$ cat config.mk
export PLATFORM = sky130hd
export DESIGN_NAME = etf_int_list_decoder_core
export DESIGN_NICKNAME = d
export VERILOG_FILES = /design/src/design/etfild_pkg.sv /design/src/design/etfild_parser.sv /design/src/design/etf_int_list_decoder_core.sv
export VERILOG_INCLUDE_DIRS = /design/src /design/src/design
export SDC_FILE = /design/constraint.sdc
export NUM_CORES = 1
export LEC_CHECK = 0
export ABC_AREA = 1
export CORE_MARGIN = 2
export CORE_UTILIZATION = 65
export DETAILED_ROUTE_END_ITERATION = 7
export DONT_BUFFER_PORTS = 1
export PLACE_DENSITY = 0.81
export RECOVER_POWER = 50
export SETUP_SLACK_MARGIN = 0.5
export SKIP_LAST_GASP = 1
export SYNTH_ARGS = -nofsm -noshare
export SYNTH_HDL_FRONTEND = slang
export SYNTH_SLANG_ARGS = --single-unit
$ cat constraint.sdc
create_clock -name aclk -period 8.1 [get_ports aclk]
set_input_delay 0.81 -clock aclk [delete_from_list [all_inputs] [get_ports aclk]]
set_output_delay 0.81 -clock aclk [all_outputs]
set_load 0.01 [all_outputs]
$ cat src/design/etf_int_list_decoder_core_defines.svh
// Assertion helpers for the integer list decoder.
// Both sample on aclk and are held off while aresetn is low.
`ifndef ETF_INT_LIST_DECODER_CORE_DEFINES_SVH
`define ETF_INT_LIST_DECODER_CORE_DEFINES_SVH

// Same-cycle implication.
`define ETFILD_ASSERT_NOW(label, ante, cons) \
    label: assert property (@(posedge aclk) disable iff (!aresetn) (ante) |-> (cons)) \
        else $error("etfild: same-cycle check failed");

// Next-cycle implication.
`define ETFILD_ASSERT_NEXT(label, ante, cons) \
    label: assert property (@(posedge aclk) disable iff (!aresetn) (ante) |=> (cons)) \
        else $error("etfild: next-cycle check failed");

`endif

$ cat src/design/etfild_pkg.sv
`default_nettype none

package etfild_pkg;

    localparam logic [7:0] MAGIC_BYTE    = 8'd131;
    localparam logic [7:0] TAG_SMALL_INT = 8'd97;
    localparam logic [7:0] TAG_INT       = 8'd98;
    localparam logic [7:0] TAG_NIL       = 8'd106;
    localparam logic [7:0] TAG_STRING    = 8'd107;
    localparam logic [7:0] TAG_LIST      = 8'd108;

    localparam int VALUE_W = 32;
    localparam int INDEX_W = 8;
    localparam int COUNT_W = 9;

    typedef enum logic [2:0] {
        PH_IDLE,
        PH_HDR,
        PH_LEN,
        PH_TAG,
        PH_SMALL,
        PH_INT,
        PH_STR,
        PH_NIL
    } phase_t;

    typedef enum logic [2:0] {
        ST_ELEM      = 3'd0,
        ST_ELEM_DONE = 3'd1,
        ST_DONE      = 3'd2,
        ST_BAD_MAGIC = 3'd3,
        ST_BAD_HDR   = 3'd4,
        ST_BAD_TAG   = 3'd5,
        ST_NO_NIL    = 3'd6,
        ST_TOO_LONG  = 3'd7
    } status_t;

    typedef struct packed {
        status_t                     status;
        logic signed [VALUE_W-1:0]   value;
        logic        [INDEX_W-1:0]   index;
        logic        [COUNT_W-1:0]   count;
    } res_t;

endpackage

`default_nettype wire

$ cat src/design/etfild_parser.sv
`default_nettype none

module etfild_parser #(
    parameter int MAX_ELEMENTS = 256
) (
    input  wire logic             aclk,
    input  wire logic             aresetn,
    input  wire logic             step,
    input  wire logic [7:0]       byte_in,
    input  wire logic             first,
    output logic                  res_valid,
    output etfild_pkg::res_t      res
);
    import etfild_pkg::*;

    localparam int REM_W = $clog2(MAX_ELEMENTS + 1);

    phase_t                phase_reg, phase_next;
    logic                  list_mode_reg, list_mode_next;
    logic [REM_W-1:0]      remaining_reg, remaining_next;
    logic [REM_W-1:0]      total_len_reg, total_len_next;
    logic [1:0]            byte_pos_reg, byte_pos_next;
    logic [31:0]           accum_reg, accum_next;
    logic [INDEX_W-1:0]    elem_index_reg, elem_index_next;

    logic [31:0]           acc_shift;
    logic                  len_last;
    logic                  len_zero;
    logic                  too_long;
    logic                  rem_last;
    logic                  hdr_ok;
    logic                  elem_fire;
    logic [31:0]           elem_val;
    phase_t                elem_phase;

    assign acc_shift  = {accum_reg[23:0], byte_in};
    assign len_last   = byte_pos_reg == (list_mode_reg ? 2'd3 : 2'd1);
    assign len_zero   = acc_shift == 32'd0;
    assign too_long   = acc_shift > 32'(MAX_ELEMENTS);
    assign rem_last   = remaining_reg == REM_W'(1);
    assign hdr_ok     = (byte_in == TAG_STRING) || (byte_in == TAG_LIST);
    assign elem_phase = rem_last ? (list_mode_reg ? PH_NIL : PH_IDLE)
                                 : (list_mode_reg ? PH_TAG : PH_STR);

    always_comb begin
        phase_next = phase_reg;
        if (step) begin
            if (first) begin
                phase_next = (byte_in == MAGIC_BYTE) ? PH_HDR : PH_IDLE;
            end else begin
                case (phase_reg)
                    PH_HDR: phase_next = hdr_ok ? PH_LEN : PH_IDLE;
                    PH_LEN: begin
                        if (len_last) begin
                            if (too_long) begin
                                phase_next = PH_IDLE;
                            end else if (len_zero) begin
                                phase_next = list_mode_reg ? PH_NIL : PH_IDLE;
                            end else begin
                                phase_next = list_mode_reg ? PH_TAG : PH_STR;
                            end
                        end
                    end
                    PH_STR, PH_SMALL: phase_next = elem_phase;
                    PH_TAG: begin
                        if (byte_in == TAG_SMALL_INT) begin
                            phase_next = PH_SMALL;
                        end else if (byte_in == TAG_INT) begin
                            phase_next = PH_INT;
                        end else begin
                            phase_next = PH_IDLE;
                        end
                    end
                    PH_INT: begin
                        if (byte_pos_reg == 2'd3) begin
                            phase_next = elem_phase;
                        end
                    end
                    PH_NIL:  phase_next = PH_IDLE;
                    default: phase_next = PH_IDLE;
                endcase
            end
        end
    end

    always_comb begin
        list_mode_next  = list_mode_reg;
        remaining_next  = remaining_reg;
        total_len_next  = total_len_reg;
        byte_pos_next   = byte_pos_reg;
        accum_next      = accum_reg;
        elem_index_next = elem_index_reg;
        res_valid       = 1'b0;
        res             = '0;
        elem_fire       = 1'b0;
        elem_val        = 32'd0;

        if (step) begin
            if (first) begin
                list_mode_next  = 1'b0;
                remaining_next  = '0;
                total_len_next  = '0;
                byte_pos_next   = 2'd0;
                accum_next      = 32'd0;
                elem_index_next = '0;
                if (byte_in != MAGIC_BYTE) begin
                    res_valid  = 1'b1;
                    res.status = ST_BAD_MAGIC;
                end
            end else begin
                case (phase_reg)
                    PH_HDR: begin
                        if (hdr_ok) begin
                            list_mode_next = byte_in == TAG_LIST;
                            byte_pos_next  = 2'd0;
                            accum_next     = 32'd0;
                        end else begin
                            res_valid  = 1'b1;
                            res.status = ST_BAD_HDR;
                        end
                    end
                    PH_LEN: begin
                        accum_next = acc_shift;
                        if (!len_last) begin
                            byte_pos_next = byte_pos_reg + 2'd1;
                        end else begin
                            byte_pos_next = 2'd0;
                            if (too_long) begin
                                res_valid  = 1'b1;
                                res.status = ST_TOO_LONG;
                            end else begin
                                total_len_next  = acc_shift[REM_W-1:0];
                                remaining_next  = acc_shift[REM_W-1:0];
                                elem_index_next = '0;
                                accum_next      = 32'd0;
                                if (len_zero && !list_mode_reg) begin
                                    res_valid  = 1'b1;
                                    res.status = ST_DONE;
                                end
                            end
                        end
                    end
                    PH_STR, PH_SMALL: begin
                        elem_fire = 1'b1;
                        elem_val  = {24'd0, byte_in};
                    end
                    PH_TAG: begin
                        if (byte_in == TAG_INT) begin
                            byte_pos_next = 2'd0;
                            accum_next    = 32'd0;
                        end else if (byte_in != TAG_SMALL_INT) begin
                            res_valid  = 1'b1;
                            res.status = ST_BAD_TAG;
                        end
                    end
                    PH_INT: begin
                        accum_next = acc_shift;
                        if (byte_pos_reg != 2'd3) begin
                            byte_pos_next = byte_pos_reg + 2'd1;
                        end else begin
                            byte_pos_next = 2'd0;
                            elem_fire     = 1'b1;
                            elem_val      = acc_shift;
                        end
                    end
                    PH_NIL: begin
                        res_valid = 1'b1;
                        if (byte_in != TAG_NIL) begin
                            res.status = ST_NO_NIL;
                        end else begin
                            res.status = ST_DONE;
                            res.count  = COUNT_W'(total_len_reg);
                        end
                    end
                    default: ;
                endcase
            end

            // A string's last element closes the message; a list still needs its NIL.
            if (elem_fire) begin
                elem_index_next = elem_index_reg + INDEX_W'(1);
                remaining_next  = remaining_reg - REM_W'(1);
                res_valid       = 1'b1;
                res.value       = elem_val;
                res.index       = elem_index_reg;
                if (rem_last && !list_mode_reg) begin
                    res.status = ST_ELEM_DONE;
                    res.count  = COUNT_W'(total_len_reg);
                end else begin
                    res.status = ST_ELEM;
                end
            end
        end
    end

    always_ff @(posedge aclk) begin
        if (!aresetn) begin
            phase_reg      <= PH_IDLE;
            list_mode_reg  <= 1'b0;
            remaining_reg  <= '0;
            total_len_reg  <= '0;
            byte_pos_reg   <= 2'd0;
            accum_reg      <= 32'd0;
            elem_index_reg <= '0;
        end else begin
            phase_reg      <= phase_next;
            list_mode_reg  <= list_mode_next;
            remaining_reg  <= remaining_next;
            total_len_reg  <= total_len_next;
            byte_pos_reg   <= byte_pos_next;
            accum_reg      <= accum_next;
            elem_index_reg <= elem_index_next;
        end
    end

endmodule

`default_nettype wire

$ cat src/design/etf_int_list_decoder_core.sv
// A word accepted into the input register is parsed once the output register is free; any
// result it causes is then registered in the output register and shown on m_tvalid.
// Throughput: one byte per cycle; the input stalls only while a result waits on m_tready.
// Reset: aresetn is synchronous and active low; it empties both word registers and
// returns the parser to idle, so bytes without the first flag are then ignored.
`default_nettype none

`include "etf_int_list_decoder_core_defines.svh"

module etf_int_list_decoder_core #(
    parameter int MAX_ELEMENTS = 256
) (
    input  wire logic        aclk,
    input  wire logic        aresetn,
    input  wire logic        s_tvalid,
    output logic             s_tready,
    input  wire logic [7:0]  s_tdata,   // [7:0] byte_in
    input  wire logic [0:0]  s_tuser,   // [0] first
    output logic             m_tvalid,
    input  wire logic        m_tready,
    output logic [55:0]      m_tdata,   // [31:0] value, [39:32] index, [48:40] count, rest 0
    output logic [2:0]       m_tuser    // [2:0] status
);
    import etfild_pkg::*;

    logic        in_valid_reg;
    logic [7:0]  in_byte_reg;
    logic        in_first_reg;
    logic        out_valid_reg;
    res_t        out_reg;

    logic        out_free;
    logic        step;
    logic        res_valid;
    res_t        res;

    // The input register takes a new word while a result waits unclaimed only if it is empty.
    assign out_free = !out_valid_reg || m_tready;
    assign step     = in_valid_reg && out_free;
    assign s_tready = !in_valid_reg || out_free;

    etfild_parser #(
        .MAX_ELEMENTS (MAX_ELEMENTS)
    ) u_parser (
        .aclk      (aclk),
        .aresetn   (aresetn),
        .step      (step),
        .byte_in   (in_byte_reg),
        .first     (in_first_reg),
        .res_valid (res_valid),
        .res       (res)
    );

    always_ff @(posedge aclk) begin
        if (!aresetn) begin
            in_valid_reg <= 1'b0;
        end else if (s_tready) begin
            in_valid_reg <= s_tvalid;
        end
    end

    always_ff @(posedge aclk) begin
        if (s_tvalid && s_tready) begin
            in_byte_reg  <= s_tdata;
            in_first_reg <= s_tuser[0];
        end
    end

    always_ff @(posedge aclk) begin
        if (!aresetn) begin
            out_valid_reg <= 1'b0;
        end else if (out_free) begin
            out_valid_reg <= step && res_valid;
        end
    end

    always_ff @(posedge aclk) begin
        if (step && res_valid) begin
            out_reg <= res;
        end
    end

    assign m_tvalid = out_valid_reg;
    assign m_tdata  = {7'd0, out_reg.count, out_reg.index, out_reg.value};
    assign m_tuser  = out_reg.status;

    `ETFILD_ASSERT_NOW(a_stall_needs_word, !s_tready, in_valid_reg)
    `ETFILD_ASSERT_NEXT(a_held_word_kept, in_valid_reg && !out_free, in_valid_reg)
    `ETFILD_ASSERT_NOW(a_elem_no_count, m_tvalid && (m_tuser == ST_ELEM), m_tdata[48:40] == 9'd0)
    `ETFILD_ASSERT_NOW(a_error_zero_payload, m_tvalid && (m_tuser >= ST_BAD_MAGIC),
        m_tdata == 56'd0)

endmodule

`default_nettype wire
Word level (Yosys, flattened, before mapping)
Index checks and enable logic that the tools add are counted.
{"block": "totals", "register_bits": 119, "latchBits": 0, "mem_bits_rw": 0, "romBits": 0, "inputBits": 13, "out_inout_bits": 61, "memories": 0}
{"block": "op_classes", "n_addsub": 3, "n_mul": 0, "div_mod_pow": 0, "magnitude_cmp": 1, "eq_ne": 25, "n_shift": 0, "muxes": 73, "bitwise_logic": 2, "reduce_logical": 27}
{"op": "$mux W24", "count": 5}
{"op": "$pmux W24 S4", "count": 1}
{"op": "$mux W9", "count": 9}
{"op": "$mux W32", "count": 2}
{"op": "$pmux W32 S2", "count": 1}
{"op": "$mux W52", "count": 1}
{"op": "$mux W3", "count": 17}
{"op": "$mux W8", "count": 5}
{"op": "$eq A8 B7 Y1 const B", "count": 4}
{"op": "$gt A32 B9 Y1 const B", "count": 1}
{"op": "$logic_not A32 Y1", "count": 1}
{"op": "$mux W1", "count": 18}
{"op": "$mux W2", "count": 9}
{"op": "$ne A8 B7 Y1 const B", "count": 2}
{"op": "$pmux W3 S5", "count": 1}
{"op": "$eq A3 B3 Y1 const B", "count": 4}
{"op": "$ne A3 B2 Y1 const B", "count": 4}
{"op": "$pmux W3 S4", "count": 1}
{"op": "$reduce_and A4 Y1", "count": 3}
{"op": "$eq A9 B1 Y1 const B", "count": 1}
{"op": "$sub A9 B1 Y9 const B", "count": 1}
{"op": "$add A8 B1 Y8 const B", "count": 1}
{"op": "$eq A8 B8 Y1 const B", "count": 1}
{"op": "$ne A8 B8 Y1 const B", "count": 1}
{"op": "other kinds (21)", "count": 37}

Depth between registers and ports, before layout
{"block": "depth", "word_depth": 10, "mapped_depth": 15, "ltp_nobuf": 15}

Cells and area by module
A second synthesis with hierarchy kept.
{"block": "unflattened", "hier_cells": 709, "hier_area_um2": 5931.9}
{"mod": "etfild_parser", "instances": 1, "cells_per_inst": 623, "area_per_inst_um2": 3936.3, "seq_area_each_um2": 1121.1}
{"mod": "etf_int_list_decoder_core", "instances": 1, "cells_per_inst": 86, "area_per_inst_um2": 1995.7, "seq_area_each_um2": 1871.8}

Least setup slack after synthesis
Ideal clock, no wire load.
{"block": "synth_timing", "path_kind": "reg2reg", "from": "register u_parser.accum_reg[17]", "to": "register out_reg, in the netlist m_tdata[0] (enable)", "setup_ns": 0.406, "arrival_ns": 2.471, "t_required_ns": 7.694, "setup_slack_ns": 5.222, "stages_incl_launch_ff": 16, "n_path_buf": 0, "path_cell_list": "dfxtp_1 -> inv_1 -> nand2_1 -> nor2_1 -> nand2_1 -> nor2_1 -> and3b_1 -> ha_1 -> inv_1 -> nand3_1 -> nand2_1 -> nand2_1 -> nand2_1 -> nand3_1 -> nand2_1 -> inv_1"}
{"block": "synth_via", "elab_chain_cells": 10, "word_cells_on_any_way": 11, "classes_between": "1 x order compare; 7 x mux; 3 x reduce/logical"}
{"element": "from (decl)", "line_no": "etfild_parser.sv:23", "source": "logic [31:0] accum_reg, accum_next;"}
{"element": "from (signal assigned)", "line_no": "etfild_parser.sv:211", "source": "accum_reg <= accum_next;"}
{"element": "parallel branches: the longest is 3 deep, another holds $gt A32 B9 Y1"}
{"element": "$mux W1 (*)", "line_no": "etfild_parser.sv:128", "source": "if (too_long) begin"}
{"element": "$mux W1 (*)", "line_no": "etfild_parser.sv:124", "source": "if (!len_last) begin"}
{"element": "$pmux W1 S4 (*)", "line_no": "etfild_parser.sv:111", "source": "case (phase_reg)"}
{"element": "$mux W1 (*)", "line_no": "etfild_parser.sv:99", "source": "if (first) begin"}
{"element": "$mux W1 (*)", "line_no": "etfild_parser.sv:180", "source": "if (elem_fire) begin"}
{"element": "$mux W1 (*)", "line_no": "etfild_parser.sv:98", "source": "if (step) begin"}
{"element": "$logic_and A1 B1 Y1 (*)", "line_no": "etf_int_list_decoder_core.sv:78", "source": "if (step && res_valid) begin"}
{"element": "to (signal assigned)", "line_no": "etf_int_list_decoder_core.sv:79", "source": "out_reg <= res;"}
{"element": "to (decl)", "line_no": "etf_int_list_decoder_core.sv:30", "source": "res_t out_reg;"}
Mark *: on every way between the ends.
A chain may end at the register's enable or synchronous reset.

Worst setup path after layout
{"block": "layout_timing", "from": "register in_first_reg", "to": "register out_reg, in the netlist m_tdata[23], data pin"}
{"block": "layout_via", "elab_chain_cells": 4}
{"element": "from (decl)", "line_no": "etf_int_list_decoder_core.sv:28", "source": "logic in_first_reg;"}
{"element": "from (signal assigned)", "line_no": "etf_int_list_decoder_core.sv:65", "source": "in_first_reg <= s_tuser[0];"}
{"element": "$mux W1", "line_no": "etfild_parser.sv:99"}
{"element": "$mux W1", "line_no": "etfild_parser.sv:98"}
{"element": "$not A1 Y1 (no line)"}
{"element": "$reduce_or A3 Y1 (no line) (*)"}
Every way passes the cells marked *; elsewhere a longest branch is shown, timed or not. The select of a mux whose other input is x is not followed.

==> results.txt <==
Status - finished with violations
Failing checks - max-capacitance violations, max-slew violations
Worst Max-Slew Pin Slew - 1.980 ns
Vias/cell - 5.908
Post-synth top area share - 33.27%
Worst R2R Setup Slack - 4.11 ns
Depth of the most critical reg-to-reg path - 6
Die Y - 96.04 um
Syn Area/Cell - 8.741 um^2
Startpoint types - register
CTS Sinks - 119
Slew HR - -33.42%
Final nets - 638
Synth Area in Adders - 1.363%
Post-synthesis register bit count - 119
P&R area growth vs syn - 8.680%
Synthesized instance count - 630
Power per cell area - 245.5 nW/um^2
XOR/XNOR share of the synthesized area - 1.591%
Via count - 4,354
First-pass GRT wire length - 20,500 um
Avg WL per Cell - 18.06 um
Synthesized area - 5507 um^2
Hold Path Sink - in_byte_reg[3]
Placed Cells - 705
M1 WL - 5650 um
Drt initial violations - 319
Reg2Reg Launch Point - in_first_reg
RSZ-0062 raised after global routing - false
Worst hold stages - 0
DR pass1 iterations - 5
Leak Pwr - 2.200 nW
Clk Latency, worst-skew pair - 0.53 ns
Gate power share - 5.5%
Async set-reset flop share out of synthesis - 0%
Fraction of layout cells with a size suffix above 1 - 7.278%
IO Pins - 74
Largest net degree at the start of global routing - 53
Period utilisation layout - 49.27%
Fmax - 0.2506 GHz
Detailed Route WL - 13,310 um
Total Power - 0.001469 W
Post-synth EDFFs - 61
CP Class - register to register
Clock share of power - 48.4%
Maxcap violations - 1
Combinational family with the most area after synthesis - simple AND/OR/NAND/NOR gates
GR Overflow Total - 0
Area contributors post-synth - edfxtp_1 33%, dfxtp_1 21%, a21oi_1 6.1%
Sw power - 0.0003769 W
Clock Skews - 0.01029 ns
H-tree depth - 4
Rows - 33
Unique masters post-synth - 37
Clock buffer depth - 2
Crit-path cells - inv_1 -> nand2_1 -> inv_1 -> nand2_1 -> clkbuf_1 -> nor3b_1
Critical Path RT - 8.31 ns
Clock-pin transition on the worst setup and hold timing paths - 0.06 ns
Register area share after synthesis - 54.35%
Setup violators final - 0
Simple-gate share of the synthesized area - 21.00%
HPWL after DPL - 8734 um
Util after Layout - 72.83%
Largest register FFs - 49
CTS tree - yes
Non-Filler Instances - 737
Placer's final routability congestion estimate - 0.9489
Postcts setup bufs - 0
Drc violations - 0
Met3 WL - 775 um
Inserted Diodes - 0
Slowest stage delay, CP - 1.10 ns
Hold Fails Final Rpt - 0
Cts bufs inserted - 17
Clk root buf - clkbuf_8
CTS Hold Bufs - 0
PortBufs - 0
Vias in the first global route - 3,997
Mux contribution to synthesized area - 0%
Synth cell count leaders - 81 x nor2_1, 71 x nand2_1, 67 x a21oi_1
Final ANT Viol Nets - 0
Initial antenna violation count - 0
Min-delay worst type - input pin to register
Initial core utilization - 67.02%
Tot GR Track Use - 30.11%
Fin crit period - 3.991 ns
CP Capture Type - register
Area leader, netlist - edfxtp_1
Overall die width - 96.04 um
Critical-path top delay cell - clkbuf_1
VDD IR max - 0.1649 mV
Die area - 9224 um^2
Sw Share - 25.65%
CP Max Fanout - 32
Hold slack - 0.3729 ns
Top sig layer - met4
Core area - 8217 um^2
Post-CTS sizing - 0
Met2 wire length - 6628 um
Count leader, synth - nor2_1
Int Pwr - 0.001092 W
Reg2reg end - m_tdata[23]
Final Max Slew Viols - 20
Worst EP arrival - 4.20 ns
Sequential Power Share - 46.1%
Synth Flop Type - edfxtp_1
Hold path start - s_tdata[3]
Synth warn - 0
Setup TNS - 0 ns
Post-synthesis compound-gate area fraction - 12.93%
[per-stage QoR]
stage | setup WS, ns | instance area (um^2)
2_1_floorplan | 5.223 | 5529
3_3_place_gp | 5.001 | 5459
3_5_place_dp | 4.777 | 5459
4_1_cts | 4.731 | 6016
5_1_grt | 3.747 | 5984
6_report | 4.109 | 5984
[critical path: cells and delay by family, from the launching register on]
| kind | cells | cell delay (ns) |
|---|---|---|
| DFF | 1 | 0.66 |
| buffers and inverters | 3 | 1.92 |
| and+or+nand+nor | 3 | 1.07 |
[kinds of logic after synthesis]
kind of cell    count (synthesis)
buf+inv                       109
simple gates                  249
other cells                     1
xor+xnor                       10
fa+ha+maj                       6
compound gates                136
flops                         119
[routing by layer]
layer  global-route usage (%)  up-vias
met5                        0        -
met4                    11.79        0
met3                    6.421       28
met2                    50.75      189
met1                    37.77     2052
li1                         -     2085
[power by group through the flow]
stage,Sequential (W),Clock (W),Combinational (W)
floorplan,0.000682,0,0.0000694
global placement,0.000687,0,0.0000775
detailed placement,0.000689,0,0.0000798
CTS,0.000677,0.000712,0.0000811
global route,0.000680,0.000740,0.0000893
finish,0.000677,0.000712,0.0000807
[worst max path at each step]
stage / to / start / slack [ns]
5_1_grt: m_tdata[23] / in_first_reg / 3.75
2_1_floorplan: m_tdata[0] / u_parser.accum_reg[17] / 5.22
3_5_place_dp: m_tdata[10] / in_first_reg / 4.78
3_3_place_gp: m_tdata[20] / in_first_reg / 5.00
6_report: m_tdata[23] / in_first_reg / 4.11
4_1_cts: m_tdata[3] / in_first_reg / 4.73
[layout by cell type (no fill, tap or decap), drive strengths merged, types with 19 or more instances in the layout]
cell type   n
o21ai      61
dfxtp      58
nor2       83
clkbuf     19
a21oi      68
inv        79
nor3       27
edfxtp     61
nand3      36
nand2      79
[area by class of cell]
cell class,instances,area [um^2]
inverters,72,270.3
multi-input cells,408,2029
clock inverters,14,138.9
flip-flops and latches,119,2993
repair buffers,1,3.754
fillers,589,2232
well taps,105,131.4
clock buffers,18,417.9
No activity file was read; power rests on OpenSTA's default activity.
